**src/rtl/core/twra_pkg.sv**
```systemverilog
`timescale 1ns / 1ps

// Shared types and codes for the time window range alarm
package twra_pkg;

   // Fixed field widths
   localparam int ROW_W     = 10;
   localparam int DATA_W    = 32;
   localparam int WIN_W     = 31;
   localparam int CMD_W     = 2;
   localparam int CSR_IDX_W = 2;

   // Request commands
   localparam logic [CMD_W-1:0] CMD_CLEAR  = 2'd0;
   localparam logic [CMD_W-1:0] CMD_APPEND = 2'd1;
   localparam logic [CMD_W-1:0] CMD_QUERY  = 2'd2;

   // Register map
   localparam logic [CSR_IDX_W-1:0] CSR_RANGE_LOW  = 2'd0;
   localparam logic [CSR_IDX_W-1:0] CSR_RANGE_HIGH = 2'd1;
   localparam logic [CSR_IDX_W-1:0] CSR_BACK_WIN   = 2'd2;
   localparam logic [CSR_IDX_W-1:0] CSR_FWD_WIN    = 2'd3;

   // Scan pointer operations
   localparam logic [2:0] PTR_HOLD     = 3'd0;
   localparam logic [2:0] PTR_LOAD     = 3'd1;
   localparam logic [2:0] PTR_DEC      = 3'd2;
   localparam logic [2:0] PTR_INC      = 3'd3;
   localparam logic [2:0] PTR_NEXT_ROW = 3'd4;

   // Controller to datapath
   typedef struct packed {
      logic       clear;
      logic       append;
      logic       rd;
      logic       set_bounds;
      logic [2:0] ptr_op;
   } dp_cmd_type;

   // Datapath to controller
   typedef struct packed {
      logic bad_index;
      logic alarm;
      logic below_lo;
      logic above_hi;
      logic ptr_zero;
      logic ptr_last;
      logic row_last;
      logic back_on;
      logic fwd_on;
   } dp_stat_type;

endpackage

```
**src/rtl/core/twra_ctrl.sv**
```systemverilog
`timescale 1ns / 1ps

// Command sequencer: runs the row check and the backward and forward scans
module twra_ctrl (
   input  logic                          clock,
   input  logic                          reset,
   input  logic                          start,
   output logic                          busy,
   input  logic [twra_pkg::CMD_W-1:0]    req_cmd,
   output logic                          rsp_valid,
   output logic                          rsp_hit,
   output logic                          rsp_bad_index,
   output twra_pkg::dp_cmd_type          cmd,
   input  twra_pkg::dp_stat_type         stat
);
   import twra_pkg::*;

   localparam logic [2:0] S_IDLE   = 3'd0;
   localparam logic [2:0] S_ROW_RD = 3'd1;
   localparam logic [2:0] S_ROW_EV = 3'd2;
   localparam logic [2:0] S_BK_RD  = 3'd3;
   localparam logic [2:0] S_BK_EV  = 3'd4;
   localparam logic [2:0] S_FW_RD  = 3'd5;
   localparam logic [2:0] S_FW_EV  = 3'd6;

   logic [2:0] state_ff, state_in;
   logic       rsp_valid_ff, rsp_valid_in;
   logic       rsp_hit_ff, rsp_hit_in;
   logic       rsp_bad_ff, rsp_bad_in;
   logic       fwd_go;

   // Forward scan is worth starting only with a window and a later row
   assign fwd_go = stat.fwd_on && !stat.row_last;

   always_comb begin
      state_in       = state_ff;
      rsp_valid_in   = 1'b0;
      rsp_hit_in     = rsp_hit_ff;
      rsp_bad_in     = rsp_bad_ff;
      cmd.clear      = 1'b0;
      cmd.append     = 1'b0;
      cmd.rd         = 1'b0;
      cmd.set_bounds = 1'b0;
      cmd.ptr_op     = PTR_HOLD;

      unique case (state_ff)
         S_IDLE: begin
            if (start) begin
               case (req_cmd)
                  CMD_CLEAR:  cmd.clear  = 1'b1;
                  CMD_APPEND: cmd.append = 1'b1;
                  CMD_QUERY: begin
                     if (stat.bad_index) begin
                        rsp_valid_in = 1'b1;
                        rsp_hit_in   = 1'b0;
                        rsp_bad_in   = 1'b1;
                     end else begin
                        cmd.ptr_op = PTR_LOAD;
                        state_in   = S_ROW_RD;
                     end
                  end
                  default: ;
               endcase
            end
         end

         S_ROW_RD: begin
            cmd.rd   = 1'b1;
            state_in = S_ROW_EV;
         end

         // Queried row itself
         S_ROW_EV: begin
            cmd.set_bounds = 1'b1;
            rsp_bad_in     = 1'b0;
            if (stat.alarm) begin
               rsp_valid_in = 1'b1;
               rsp_hit_in   = 1'b1;
               state_in     = S_IDLE;
            end else if (stat.back_on && !stat.ptr_zero) begin
               cmd.ptr_op = PTR_DEC;
               state_in   = S_BK_RD;
            end else if (fwd_go) begin
               cmd.ptr_op = PTR_NEXT_ROW;
               state_in   = S_FW_RD;
            end else begin
               rsp_valid_in = 1'b1;
               rsp_hit_in   = 1'b0;
               state_in     = S_IDLE;
            end
         end

         S_BK_RD: begin
            cmd.rd   = 1'b1;
            state_in = S_BK_EV;
         end

         // Earlier rows, nearest first
         S_BK_EV: begin
            if (!stat.below_lo && stat.alarm) begin
               rsp_valid_in = 1'b1;
               rsp_hit_in   = 1'b1;
               state_in     = S_IDLE;
            end else if (!stat.below_lo && !stat.ptr_zero) begin
               cmd.ptr_op = PTR_DEC;
               state_in   = S_BK_RD;
            end else if (fwd_go) begin
               cmd.ptr_op = PTR_NEXT_ROW;
               state_in   = S_FW_RD;
            end else begin
               rsp_valid_in = 1'b1;
               rsp_hit_in   = 1'b0;
               state_in     = S_IDLE;
            end
         end

         S_FW_RD: begin
            cmd.rd   = 1'b1;
            state_in = S_FW_EV;
         end

         // Later rows
         S_FW_EV: begin
            if (!stat.above_hi && stat.alarm) begin
               rsp_valid_in = 1'b1;
               rsp_hit_in   = 1'b1;
               state_in     = S_IDLE;
            end else if (!stat.above_hi && !stat.ptr_last) begin
               cmd.ptr_op = PTR_INC;
               state_in   = S_FW_RD;
            end else begin
               rsp_valid_in = 1'b1;
               rsp_hit_in   = 1'b0;
               state_in     = S_IDLE;
            end
         end

         default: state_in = S_IDLE;
      endcase
   end

   // State and response strobe
   always_ff @(posedge clock) begin
      if (reset) begin
         state_ff     <= S_IDLE;
         rsp_valid_ff <= 1'b0;
      end else begin
         state_ff     <= state_in;
         rsp_valid_ff <= rsp_valid_in;
      end
   end

   // Response payload
   always_ff @(posedge clock) begin
      rsp_hit_ff <= rsp_hit_in;
      rsp_bad_ff <= rsp_bad_in;
   end

   assign busy          = (state_ff != S_IDLE);
   assign rsp_valid     = rsp_valid_ff;
   assign rsp_hit       = rsp_hit_ff;
   assign rsp_bad_index = rsp_bad_ff;

endmodule

```
**config.mk**
```make
export PLATFORM = sky130hd
export DESIGN_NAME = twra_ctrl
export DESIGN_NICKNAME = d
export VERILOG_FILES = /design/src/rtl/core/twra_pkg.sv /design/src/rtl/core/twra_ctrl.sv
export SDC_FILE = /design/constraint.sdc
export NUM_CORES = 1
export LEC_CHECK = 0
export BUFFER_PORTS_ARGS = -buffer_cell sky130_fd_sc_hd__buf_2
export CAP_MARGIN = 20
export CORE_AREA = 2 2 39 41
export DETAILED_ROUTE_END_ITERATION = 6
export DIE_AREA = 0 0 41 43
export GPL_TIMING_DRIVEN = 0
export PLACE_DENSITY = 0.76
export SKIP_LAST_GASP = 1
export SLEW_MARGIN = 5
export SYNTH_ARGS = -nofsm -noshare
export SYNTH_HDL_FRONTEND = slang
export SYNTH_SLANG_ARGS = --single-unit
```
**constraint.sdc**
```tcl
create_clock -name clock -period 1.71 [get_ports clock]
set_input_delay 0.171 -clock clock [delete_from_list [all_inputs] [get_ports clock]]
set_output_delay 0.171 -clock clock [all_outputs]
set_load 0.03 [all_outputs]
```
==> results.json <==
{
  "status": "complete, no violations",
  "clk_latency_ns": 0.25,
  "dp_cells": 112,
  "power_frac_clock_pct": 37.0,
  "root_buffer": "clkbuf_4",
  "clk_pin_slew_ns": 0.05,
  "drive_gt1_share_pct": 42.6,
  "yosysTopAreaCell": "dfxtp_1",
  "ff2ff_path_depth": 6,
  "syn_area_um2": 539,
  "die-area_mm2": 0.00176,
  "drc": 0,
  "track_usage_pct": 17.8,
  "io_buffers": 24,
  "htree_levels": 1,
  "path_max_fanout": 5,
  "pin_count": 25,
  "synthTopCellsByArea": "dfxtp_1 (15%), edfxtp_1 (11%), a21oi_1 (8.4%), nand2_1 (5.6%), inv_1 (4.2%)",
  "num_vias": 637,
  "power_density_mw_per_mm2": 483,
  "ys_ff_latch": 6,
  "final_antenna_net_count": 0,
  "p_switching_mw": 0.107,
  "r2r-start": "state_ff[2]",
  "wl_per_cell_um": 13.2,
  "drt_iter0_drc": 12,
  "cap_violations": 0,
  "globalplace.congestion": 0.756,
  "layout.nets": 117,
  "start_util_pct": 39.0,
  "critical_path.endpoint": "cmd[1]",
  "yosysWarnings": 0,
  "postSynthNetCount": 86,
  "fillerInstances": 138,
  "crit_path_end_kind": "output port",
  "design_power_total_mw": 0.368,
  "row_count": 14,
  "power_switching_share_pct": 29.1,
  "ys_types": 34,
  "ys_async_sr_fraction_pct": 0,
  "holdWs_ns": 0.0967,
  "fin_skew_ns": 0.00511,
  "grt_setup_unrepaired": "yes",
  "cts.path.max_buffers": 2,
  "relSlewSlack_pct": 65.3,
  "setup_viol": 0,
  "grt_first_pass_wirelength_mm": 2.11,
  "yosysMostFrequentCell": "a21oi_1",
  "ff2ff_setup_slack_ns": 0.12,
  "wirelength_mm": 1.54,
  "hold_path_class": "in2reg",
  "startpoint_type": "flop",
  "grt-ovfl-total": 0,
  "first_global_vias": 554,
  "grt_max_degree": 11,
  "instances_no_fill": 117,
  "crit_arrival_ns": 1.53,
  "power.share.combinational_pct": 21.8,
  "die_h_um": 43,
  "slew_viol_final": 0,
  "max_freq_mhz": 589,
  "intPower_mw": 0.261,
  "finalHoldViolCount": 0,
  "antenna_found_initial": 0,
  "crit_start": "state_ff[1]",
  "cts.sinks": 6,
  "worst_pin_slew_ns": 0.516,
  "syn_inst": 72,
  "synth_edf_count": 2,
  "worstPathRequired_ns": 1.54,
  "core_region_area_mm2": 0.00138,
  "synth_common_cells": "a21oi_1 (9), nand2_1 (8), inv_1 (6)",
  "area_growth_pct": 41.3,
  "diodes": 0,
  "place_hpwl_mm": 1.06,
  "ir_drop_mv": 0.324,
  "pwr-share-seq_pct": 41.3,
  "synth_flop_cell": "dfxtp_1",
  "drtPass1Iterations": 4,
  "cts_buffers": 3,
  "fin_util_pct": 55.1,
  "finalCriticalPeriod_ns": 1.70,
  "viasPerCell": 5.44,
  "r2r_end": "rsp_bad_index",
  "p_leak_nw": 0.351,
  "synth-seq-area-share_pct": 26.0,
  "path_class": "reg2out",
  "cts_tree": "yes",
  "min_period_over_period_pct": 99.2,
  "die_x_um": 41,
  "netlist.area_leader.share_pct": 14.8,
  "syn_avg_cell_area_um2": 7.49
}
[power by group through the flow]
stage / combinational [mW] / sequential [mW] / clock, mW
after global placement: 0.0757 / 0.154 / 0
after CTS: 0.0778 / 0.151 / 0.140
after floorplan: 0.0413 / 0.156 / 0
after global routing: 0.0879 / 0.152 / 0.150
after detailed placement: 0.0771 / 0.154 / 0
final: 0.0800 / 0.152 / 0.136
[registers in the layout, summed over array words and instances (netlist names)]
register / cells
rsp_bad_index: 1
state_ff: 3
rsp_hit: 1
rsp_valid: 1
[placed cells by master (no fill, tap or decap), types with 2 or more instances in the layout]
cell type | netlist | final
o21bai_1 | 2 | 2
nor3_1 | 3 | 3
nand3b_1 | 3 | 3
nor2_1 | 5 | 5
inv_1 | 6 | 6
nor2b_1 | 2 | 2
edfxtp_1 | 2 | 2
a21oi_1 | 9 | 9
o21ai_0 | 2 | 2
buf_6 | 0 | 3
buf_2 | 2 | 22
nand2b_1 | 2 | 2
dfxtp_1 | 4 | 3
nand2_1 | 8 | 8
clkbuf_4 | 0 | 4
buf_4 | 1 | 3
[cell families after synthesis]
kind of cell | count (synthesis) | share of synthesized area (%)
compound gates | 23 | 28.8
flops | 6 | 26.0
buf+inv | 9 | 7.42
simple gates | 34 | 37.8
[worst min path at each step]
| stage | startpoint | depth (start not counted) | slack, ns | end |
|---|---|---|---|---|
| 2_1_floorplan | reset | 1 | 0.24 | rsp_valid |
| 3_5_place_dp | reset | 2 | 0.36 | rsp_valid |
| 5_1_grt | reset | 2 | 0.09 | rsp_valid |
| 6_report | reset | 2 | 0.1 | rsp_valid |
| 3_3_place_gp | reset | 2 | 0.35 | rsp_valid |
| 4_1_cts | reset | 2 | 0.09 | rsp_valid |
[area by class of cell]
type / instances / area (µm²) / area share, %
repair buffers: 26 / 150 / 19.7
inverters: 6 / 22.5 / 2.96
multi-input cells: 57 / 382 / 50.1
plain buffers: 3 / 23.8 / 3.12
flip-flops and latches: 6 / 141 / 18.6
well taps: 16 / 20.0 / 2.63
clock buffers: 3 / 22.5 / 2.96
[through the flow]
stage | cell area [µm²] | setup WS [ns] | TNS, ns
finish | 762 | 0.0132 | 0
global route | 762 | -0.0913 | -0.137
CTS | 729 | -0.0266 | -0.0407
detailed placement | 686 | 0.180 | 0
global placement | 686 | 0.184 | 0
floorplan | 546 | 0.0183 | 0
[worst max-delay path: stages, from the launching register on]
cell and delay (ns):
dfxtp_2 0.35, or3b_2 0.50, a21boi_2 0.16, a31o_2 0.14, buf_6 0.13
[metal layers]
layer	up-vias	routed length, µm	track usage (%)
met5	-	0	0
met4	0	46	13.3
met3	5	73	3.66
met2	25	800	26.6
met1	282	624	21.2
li1	325	-	-
[what timing repair did]
item | CTS | global route
buffers inserted | 2 | 0
endpoints found under the setup margin | 3 | 4
gates cloned | 0 | 0
pin swaps | 3 | 1
hold buffers | 0 | 0
gates resized for setup | 3 | 12
No activity file was read; power rests on OpenSTA's default activity.
